### src/hdl/kce_pkg.sv
// Shared types, codes and defaults of the k-means clustering engine.
`timescale 1ns / 1ps
package kce_pkg;

	localparam int DEF_MAX_POINTS   = 1024;
	localparam int DEF_MAX_DIMS     = 8;
	localparam int DEF_MAX_CLUSTERS = 8;
	localparam int DEF_COORD_BITS   = 16;

	localparam int ITER_W = 16;
	localparam int CFG_W  = 16;
	localparam int NP_W   = 11;
	localparam int ND_W   = 4;
	localparam int NK_W   = 4;

	localparam logic [NP_W-1:0]   RST_NUM_POINTS   = 11'd1024;
	localparam logic [ND_W-1:0]   RST_NUM_DIMS     = 4'd8;
	localparam logic [NK_W-1:0]   RST_NUM_CLUSTERS = 4'd3;
	localparam logic [ITER_W-1:0] RST_MAX_ITER     = 16'd100;

	localparam logic [1:0] KIND_LOAD  = 2'd0;
	localparam logic [1:0] KIND_SEED  = 2'd1;
	localparam logic [1:0] KIND_START = 2'd2;

	localparam logic [1:0] REG_NUM_POINTS   = 2'd0;
	localparam logic [1:0] REG_NUM_DIMS     = 2'd1;
	localparam logic [1:0] REG_NUM_CLUSTERS = 2'd2;
	localparam logic [1:0] REG_MAX_ITER     = 2'd3;

	typedef enum logic [4:0] {
		ST_CLEAR,
		ST_IDLE,
		ST_SEED,
		ST_SEED_END,
		ST_ZERO,
		ST_DIST,
		ST_DWAIT,
		ST_ACC,
		ST_AWAIT,
		ST_UPD_CHK,
		ST_UPD_RD,
		ST_UPD_LD,
		ST_UPD_DIV,
		ST_UPD_WR,
		ST_FIN,
		ST_OUT_RD,
		ST_OUT_LD,
		ST_OUT_HOLD
	} state_t;

	typedef struct packed {
		logic take;
		logic seed_rd;
		logic seed_asg;
		logic asg_clr;
		logic zero;
		logic dist_issue;
		logic first;
		logic last;
		logic acc_issue;
		logic upd_rd;
		logic div_start;
		logic upd_wr;
		logic out_rd;
		logic out_load;
		logic out_last;
	} cmd_t;

	typedef struct packed {
		logic changed;
		logic cnt_zero;
		logic div_done;
		logic out_taken;
		logic load_ok;
		logic seed_ok;
	} sts_t;

endpackage

### src/hdl/kce_ctrl.sv
// Controller: configuration registers, sequencing state machine and loop counters.
`timescale 1ns / 1ps
module kce_ctrl #(
	parameter int MAX_POINTS   = 1024,
	parameter int MAX_DIMS     = 8,
	parameter int MAX_CLUSTERS = 8,
	localparam int PT_AW  = $clog2(MAX_POINTS),
	localparam int DIM_AW = (MAX_DIMS > 1) ? $clog2(MAX_DIMS) : 1,
	localparam int CL_AW  = (MAX_CLUSTERS > 1) ? $clog2(MAX_CLUSTERS) : 1
) (
	input  logic                       clk,
	input  logic                       arst_n,
	input  logic                       cfg_we,
	input  logic [1:0]                 cfg_index,
	input  logic [kce_pkg::CFG_W-1:0]  cfg_data,
	input  logic                       in_valid,
	output logic                       in_stall,
	input  logic [1:0]                 kind,
	input  kce_pkg::sts_t              sts,
	output kce_pkg::cmd_t              cmd,
	output logic [PT_AW-1:0]           p,
	output logic [CL_AW-1:0]           c,
	output logic [DIM_AW-1:0]          j,
	output logic [kce_pkg::ITER_W-1:0] iter
);
	import kce_pkg::*;

	localparam logic [PT_AW-1:0]  PT_LAST   = PT_AW'(MAX_POINTS - 1);
	localparam logic [DIM_AW-1:0] SEED_LAST = DIM_AW'(MAX_DIMS - 1);

	logic [NP_W-1:0]   num_points_q;
	logic [ND_W-1:0]   num_dims_q;
	logic [NK_W-1:0]   num_clusters_q;
	logic [ITER_W-1:0] max_iter_q;

	always_ff @(posedge clk or negedge arst_n) begin
		if (!arst_n) begin
			num_points_q   <= RST_NUM_POINTS;
			num_dims_q     <= RST_NUM_DIMS;
			num_clusters_q <= RST_NUM_CLUSTERS;
			max_iter_q     <= RST_MAX_ITER;
		end else if (cfg_we) begin
			unique case (cfg_index)
				REG_NUM_POINTS:   num_points_q   <= cfg_data[NP_W-1:0];
				REG_NUM_DIMS:     num_dims_q     <= cfg_data[ND_W-1:0];
				REG_NUM_CLUSTERS: num_clusters_q <= cfg_data[NK_W-1:0];
				REG_MAX_ITER:     max_iter_q     <= cfg_data[ITER_W-1:0];
				default:          ;
			endcase
		end
	end

	// clamp the registers to what the stores hold
	logic [31:0]        n_eff;
	logic [ND_W-1:0]    d_eff;
	logic [NK_W-1:0]    k_eff;
	logic [ITER_W-1:0]  limit;
	logic [DIM_AW-1:0]  d_last;
	logic [CL_AW-1:0]   k_last;
	logic               run_ok, p_last, loop_end, iter_done;

	always_comb begin
		n_eff = (32'(num_points_q) > MAX_POINTS) ? 32'(MAX_POINTS) : 32'(num_points_q);
		if (num_dims_q == '0) begin
			d_eff = ND_W'(1);
		end else if (32'(num_dims_q) > MAX_DIMS) begin
			d_eff = ND_W'(MAX_DIMS);
		end else begin
			d_eff = num_dims_q;
		end
		if (num_clusters_q == '0) begin
			k_eff = NK_W'(1);
		end else if (32'(num_clusters_q) > MAX_CLUSTERS) begin
			k_eff = NK_W'(MAX_CLUSTERS);
		end else begin
			k_eff = num_clusters_q;
		end
		limit     = (max_iter_q == '0) ? ITER_W'(1) : max_iter_q;
		d_last    = DIM_AW'(d_eff - 1'b1);
		k_last    = CL_AW'(k_eff - 1'b1);
		run_ok    = 32'(k_eff) <= n_eff;
		p_last    = 32'(p) == (n_eff - 32'd1);
		loop_end  = (j == d_last) && (c == k_last);
		iter_done = !sts.changed || (iter >= limit);
	end

	state_t state_q, state_nx;
	logic [1:0] w_q;

	always_comb begin
		state_nx = state_q;
		unique case (state_q)
			ST_CLEAR:    if (p == PT_LAST) state_nx = ST_IDLE;
			ST_IDLE: begin
				if (in_valid) begin
					case (kind)
						KIND_SEED:  if (sts.seed_ok) state_nx = ST_SEED;
						KIND_START: if (run_ok) state_nx = ST_ZERO;
						default:    state_nx = ST_IDLE;
					endcase
				end
			end
			ST_SEED:     if (j == SEED_LAST) state_nx = ST_SEED_END;
			ST_SEED_END: state_nx = ST_IDLE;
			ST_ZERO:     if (loop_end) state_nx = ST_DIST;
			ST_DIST:     if (loop_end) state_nx = ST_DWAIT;
			ST_DWAIT:    if (w_q == 2'd2) state_nx = ST_ACC;
			ST_ACC:      if (j == d_last) state_nx = ST_AWAIT;
			ST_AWAIT:    state_nx = p_last ? ST_UPD_CHK : ST_DIST;
			ST_UPD_CHK: begin
				if (!sts.cnt_zero) begin
					state_nx = ST_UPD_RD;
				end else if (c == k_last) begin
					state_nx = ST_FIN;
				end
			end
			ST_UPD_RD:   state_nx = ST_UPD_LD;
			ST_UPD_LD:   state_nx = ST_UPD_DIV;
			ST_UPD_DIV:  if (sts.div_done) state_nx = ST_UPD_WR;
			ST_UPD_WR: begin
				if (j != d_last) begin
					state_nx = ST_UPD_RD;
				end else if (c == k_last) begin
					state_nx = ST_FIN;
				end else begin
					state_nx = ST_UPD_CHK;
				end
			end
			ST_FIN:      state_nx = iter_done ? ST_OUT_RD : ST_ZERO;
			ST_OUT_RD:   state_nx = ST_OUT_LD;
			ST_OUT_LD:   state_nx = ST_OUT_HOLD;
			ST_OUT_HOLD: if (sts.out_taken) state_nx = loop_end ? ST_IDLE : ST_OUT_RD;
			default:     state_nx = ST_IDLE;
		endcase
	end

	always_comb begin
		cmd      = '0;
		in_stall = 1'b1;
		unique case (state_q)
			ST_CLEAR:    cmd.asg_clr = 1'b1;
			ST_IDLE: begin
				in_stall = 1'b0;
				cmd.take = in_valid;
			end
			ST_SEED:     cmd.seed_rd = 1'b1;
			ST_SEED_END: cmd.seed_asg = 1'b1;
			ST_ZERO:     cmd.zero = 1'b1;
			ST_DIST: begin
				cmd.dist_issue = 1'b1;
				cmd.first      = (j == '0);
				cmd.last       = (j == d_last);
			end
			ST_ACC: begin
				cmd.acc_issue = 1'b1;
				cmd.first     = (j == '0);
			end
			ST_UPD_RD:   cmd.upd_rd = 1'b1;
			ST_UPD_LD:   cmd.div_start = 1'b1;
			ST_UPD_WR:   cmd.upd_wr = 1'b1;
			ST_OUT_RD:   cmd.out_rd = 1'b1;
			ST_OUT_LD: begin
				cmd.out_load = 1'b1;
				cmd.out_last = loop_end;
			end
			default:     ;
		endcase
	end

	// loop counters; the coordinate loop wraps into the cluster loop
	logic [DIM_AW-1:0] adv_j;
	logic [CL_AW-1:0]  adv_c;

	always_comb begin
		adv_j = (j == d_last) ? '0 : j + 1'b1;
		adv_c = c;
		if (j == d_last) begin
			adv_c = (c == k_last) ? '0 : c + 1'b1;
		end
	end

	always_ff @(posedge clk or negedge arst_n) begin
		if (!arst_n) begin
			state_q <= ST_CLEAR;
			p       <= '0;
			c       <= '0;
			j       <= '0;
			w_q     <= '0;
			iter    <= '0;
		end else begin
			state_q <= state_nx;
			case (state_q)
				ST_CLEAR:    p <= (p == PT_LAST) ? '0 : p + 1'b1;
				ST_IDLE: begin
					if (in_valid) begin
						p   <= '0;
						c   <= '0;
						j   <= '0;
						w_q <= '0;
						if (kind == KIND_START && run_ok) begin
							iter <= ITER_W'(1);
						end
					end
				end
				ST_SEED:     j <= j + 1'b1;
				ST_ZERO, ST_DIST, ST_UPD_WR: begin
					j <= adv_j;
					c <= adv_c;
				end
				ST_DWAIT:    w_q <= (w_q == 2'd2) ? '0 : w_q + 1'b1;
				ST_ACC:      j <= adv_j;
				ST_AWAIT:    p <= p_last ? '0 : p + 1'b1;
				ST_UPD_CHK:  if (sts.cnt_zero) c <= (c == k_last) ? '0 : c + 1'b1;
				ST_FIN:      if (!iter_done) iter <= iter + 1'b1;
				ST_OUT_HOLD: begin
					if (sts.out_taken) begin
						j <= adv_j;
						c <= adv_c;
					end
				end
				default:     ;
			endcase
		end
	end
endmodule

### config.mk
export PLATFORM = sky130hd
export DESIGN_NAME = kce_ctrl
export DESIGN_NICKNAME = d
export VERILOG_FILES = /design/src/hdl/kce_pkg.sv /design/src/hdl/kce_ctrl.sv
export SDC_FILE = /design/constraint.sdc
export NUM_CORES = 1
export LEC_CHECK = 0
export BUFFER_PORTS_ARGS = -buffer_cell sky130_fd_sc_hd__buf_4
export CORE_UTILIZATION = 40
export DETAILED_ROUTE_END_ITERATION = 10
export PLACE_DENSITY = 0.67
export SYNTH_ARGS = -nofsm -noshare
export SYNTH_HDL_FRONTEND = slang
export SYNTH_SLANG_ARGS = --single-unit
### constraint.sdc
create_clock -name clk -period 6.4 [get_ports clk]
set_input_delay 0.32 -clock clk [delete_from_list [all_inputs] [get_ports clk]]
set_output_delay 0.32 -clock clk [all_outputs]
set_load 0.01 [all_outputs]
==> results_dict.tcl <==
set metrics [dict create \
    cts_setup_buffers 0 \
    seq_area_frac_synth 0.365 \
    cts_hold_buffers 0 \
    p_sw_frac 0.290 \
    grt_pass1_vias 4401 \
    core_region_area_mm2 0.0122 \
    synth_xor_area_frac 0.0447 \
    cts-buffers-inserted 9 \
    max_freq_ghz 0.307 \
    skew_ps 6.90 \
    crit_arrival_ps 3470 \
    seqPwrFrac 0.417 \
    p_leak_nw 2.84 \
    start_util 0.417 \
    cts_root_buffer "clkbuf_16" \
    met3_usage 0.0290 \
    syn_nets 613 \
    run_status "finished clean" \
    setup_violations 0 \
    drc_errors 0 \
    cp-end-kind "register" \
    via_per_inst 5.55 \
    cts_buffer_depth 2 \
    rows 40 \
    min_period_ps 3260 \
    use_met1 0.275 \
    regToRegSetupSlack_ps 3140 \
    finalHoldViolCount 0 \
    cp_slowest_cell "dfstp_2" \
    place_area_mm2 0.00579 \
    area_growth_pct 19.8 \
    clock_latency_ps 340 \
    yosys_warnings 0 \
    design_area_mm2 0.00610 \
    wl_per_cell_um 16.4 \
    required_ps 6620 \
    p_comb_frac 0.198 \
    dpl.hpwl_mm 9.51 \
    pin_count 78 \
    synthAdderAreaFrac 0.0786 \
    io_buffers 76 \
    grt_max_degree 75 \
    async_reset_ff_frac 1.00 \
    rr_endpoint "p[7]" \
    synth_top_family_by_area "simple AND/OR/NAND/NOR gates" \
    busiest_layer "met2" \
    cts.htree.levels 3 \
    p_int_w 0.000973 \
    rsz0062_at_grt "no" \
    grtUsageMet2 0.336 \
    die-area_mm2 0.0132 \
    dr.pass1.iters 4 \
    dieHeight_um 115 \
    crit_family "simple AND/OR/NAND/NOR gates" \
    relSlewSlack 0.262 \
    drv_slew 0 \
    finalWeightedCongestion 0.877 \
    path_cells "inv_1, nand2_1, ha_1, or3b_2, a21oi_1, o221ai_2, nor4_4, nand2b_1, o311a_1, nor2_1" \
    synthMuxAreaShare 0.0988 \
    hold_class "input pin to async pin" \
    yosys.area_share.simple 0.213 \
    synth_ff_type "dfrtp_1" \
    synthCells 551 \
    fin_nets 677 \
    critPathKind "register to register" \
    p_switching_w 0.000398 \
    synth_area_per_cell_um2 9.24 \
    clk_pin_slew_worst_paths_ps 60 \
    die_width_um 115 \
    drtIter0Drc 319 \
    cts_tree "done" \
    critPathBufInv 1 \
    cts_resized 0 \
    ys_ff_latch 74 \
    yosysUniqueCellTypes 63 \
    antenna_cells 0 \
    grt_usage 0.207 \
    r2r-start "num_points_q[10]" \
    crit_cells 10 \
    period_share 0.509 \
    syn_area_mm2 0.00509 \
    clkSinkCount 74 \
    ir_drop_mv 0.104 \
    startpoint_type "register" \
    grt-ovfl-total 0 \
    synth_edf_count 0 \
    worst_pin_slew_ps 1080 \
    clkPwrFrac 0.385 \
    wl_mm 12.9 \
    worstPathMaxFanout 16 \
    reg2regPathDepth 10 \
    finalSetupTns_ps 0 \
    drv_cap 0 \
    antenna_found_initial 0 \
    grt_pass1_wl_mm 21.5 \
    drive_above_1_share 0.255 \
    cp_slowest_stage_delay_ps 710 \
    routed-via-count 4371 \
    postRouteAntennaNets 0 \
    synth_compound_area_frac 0.155 \
    p_per_area_mw_per_mm2 225 \
]
cell families after synthesis:
group           after synthesis
buf+inv                      60
fa+ha+maj                    32
compound gates              116
simple gates                198
xor+xnor                     26
mux                          45
flops                        74
state kept, by name, indices dropped and copies added, names as in the netlist:
signal and count:
w_q 2, iter 16, num_clusters_q 4, c 3, j 3, max_iter_q 16, num_points_q 11, num_dims_q 4
p 10, state_q 5
synthesized netlist by cell type, types with 4 or more instances:
cell type  count  area (um2)
a211o_1        6        52.6
a21o_1         6        45.0
a21oi_1       30         150
a31oi_1        4        25.0
and2_1         7        43.8
and3_1        14        87.6
clkbuf_1      20        75.1
dfrtp_1       67        1680
dfstp_2        7         184
ha_1          32         400
inv_1         36         135
mux2_2        42         473
nand2_1       31         116
nand2b_1      20         125
nand3_1       10        50.1
nand3b_1       5        37.5
nand4_1       11        68.8
nor2_1        40         150
nor2b_1        8        50.1
nor3_1        14        70.1
nor4_1        11        68.8
o21a_1         7        52.6
o21ai_0       27         135
or2_2          6        37.5
or3_1          6        37.5
xnor2_1        8        70.1
xor2_1        18         158
per-stage QoR:
step / utilization / setup WS, ps / power [W] / hold WS (ps) / cells
4_1_cts: 0.500 / 3170 / 0.00138 / 176 / 788
3_5_place_dp: 0.474 / 3180 / 0.000849 / 496 / 772
6_report: 0.500 / 3140 / 0.00137 / 129 / 788
2_1_floorplan: - / 3570 / 0.000764 / 24.4 / 551
5_1_grt: 0.500 / 2820 / 0.00144 / 211 / 788
3_3_place_gp: 0.474 / 3250 / 0.000832 / 494 / 772
worst max-delay path by stage:
stage                     slack, ps  endpoint              from
after floorplan                3570      c[2]     num_dims_q[1]
after global placement         3250      p[3]  num_points_q[10]
after detailed placement       3180      p[7]  num_points_q[10]
after CTS                      3170      p[7]  num_points_q[10]
after global routing           2820      c[2]     num_dims_q[1]
final                          3140      p[7]  num_points_q[10]
layout make-up:
class / instances / area (um2)
fillers: 1189 / 6110
repair buffers: 77 / 578
flip-flops and latches: 74 / 1860
inverters: 36 / 135
well taps: 168 / 210
clock buffers: 10 / 239
clock inverters: 6 / 73.8
multi-input cells: 417 / 3000
per-layer routing:
metal	part of all wire	wire length, um
met1	0.46	5980
met2	0.47	6100
met3	0.043	554
met4	0.020	259
met5	0	0
power groups by stage:
stage	Sequential, W	Clock (W)	Combinational (W)
2_1_floorplan	0.000554	0	0.000210
3_3_place_gp	0.000575	0	0.000257
3_5_place_dp	0.000579	0	0.000270
4_1_cts	0.000570	0.000536	0.000272
5_1_grt	0.000579	0.000552	0.000308
6_report	0.000571	0.000528	0.000271
cell usage in the layout, fill, tap and decap left out, types with 11 or more instances in the layout:
master    instances
inv_1            36
a21oi_1          30
mux2_2           42
o21ai_0          27
buf_4            77
nand4_1          11
nand2b_1         20
nor4_1           11
xor2_1           18
nand2_1          31
dfrtp_1          67
nor3_1           14
nor2_1           40
ha_1             32
and3_1           14
(Power assumes the default switching activity.)
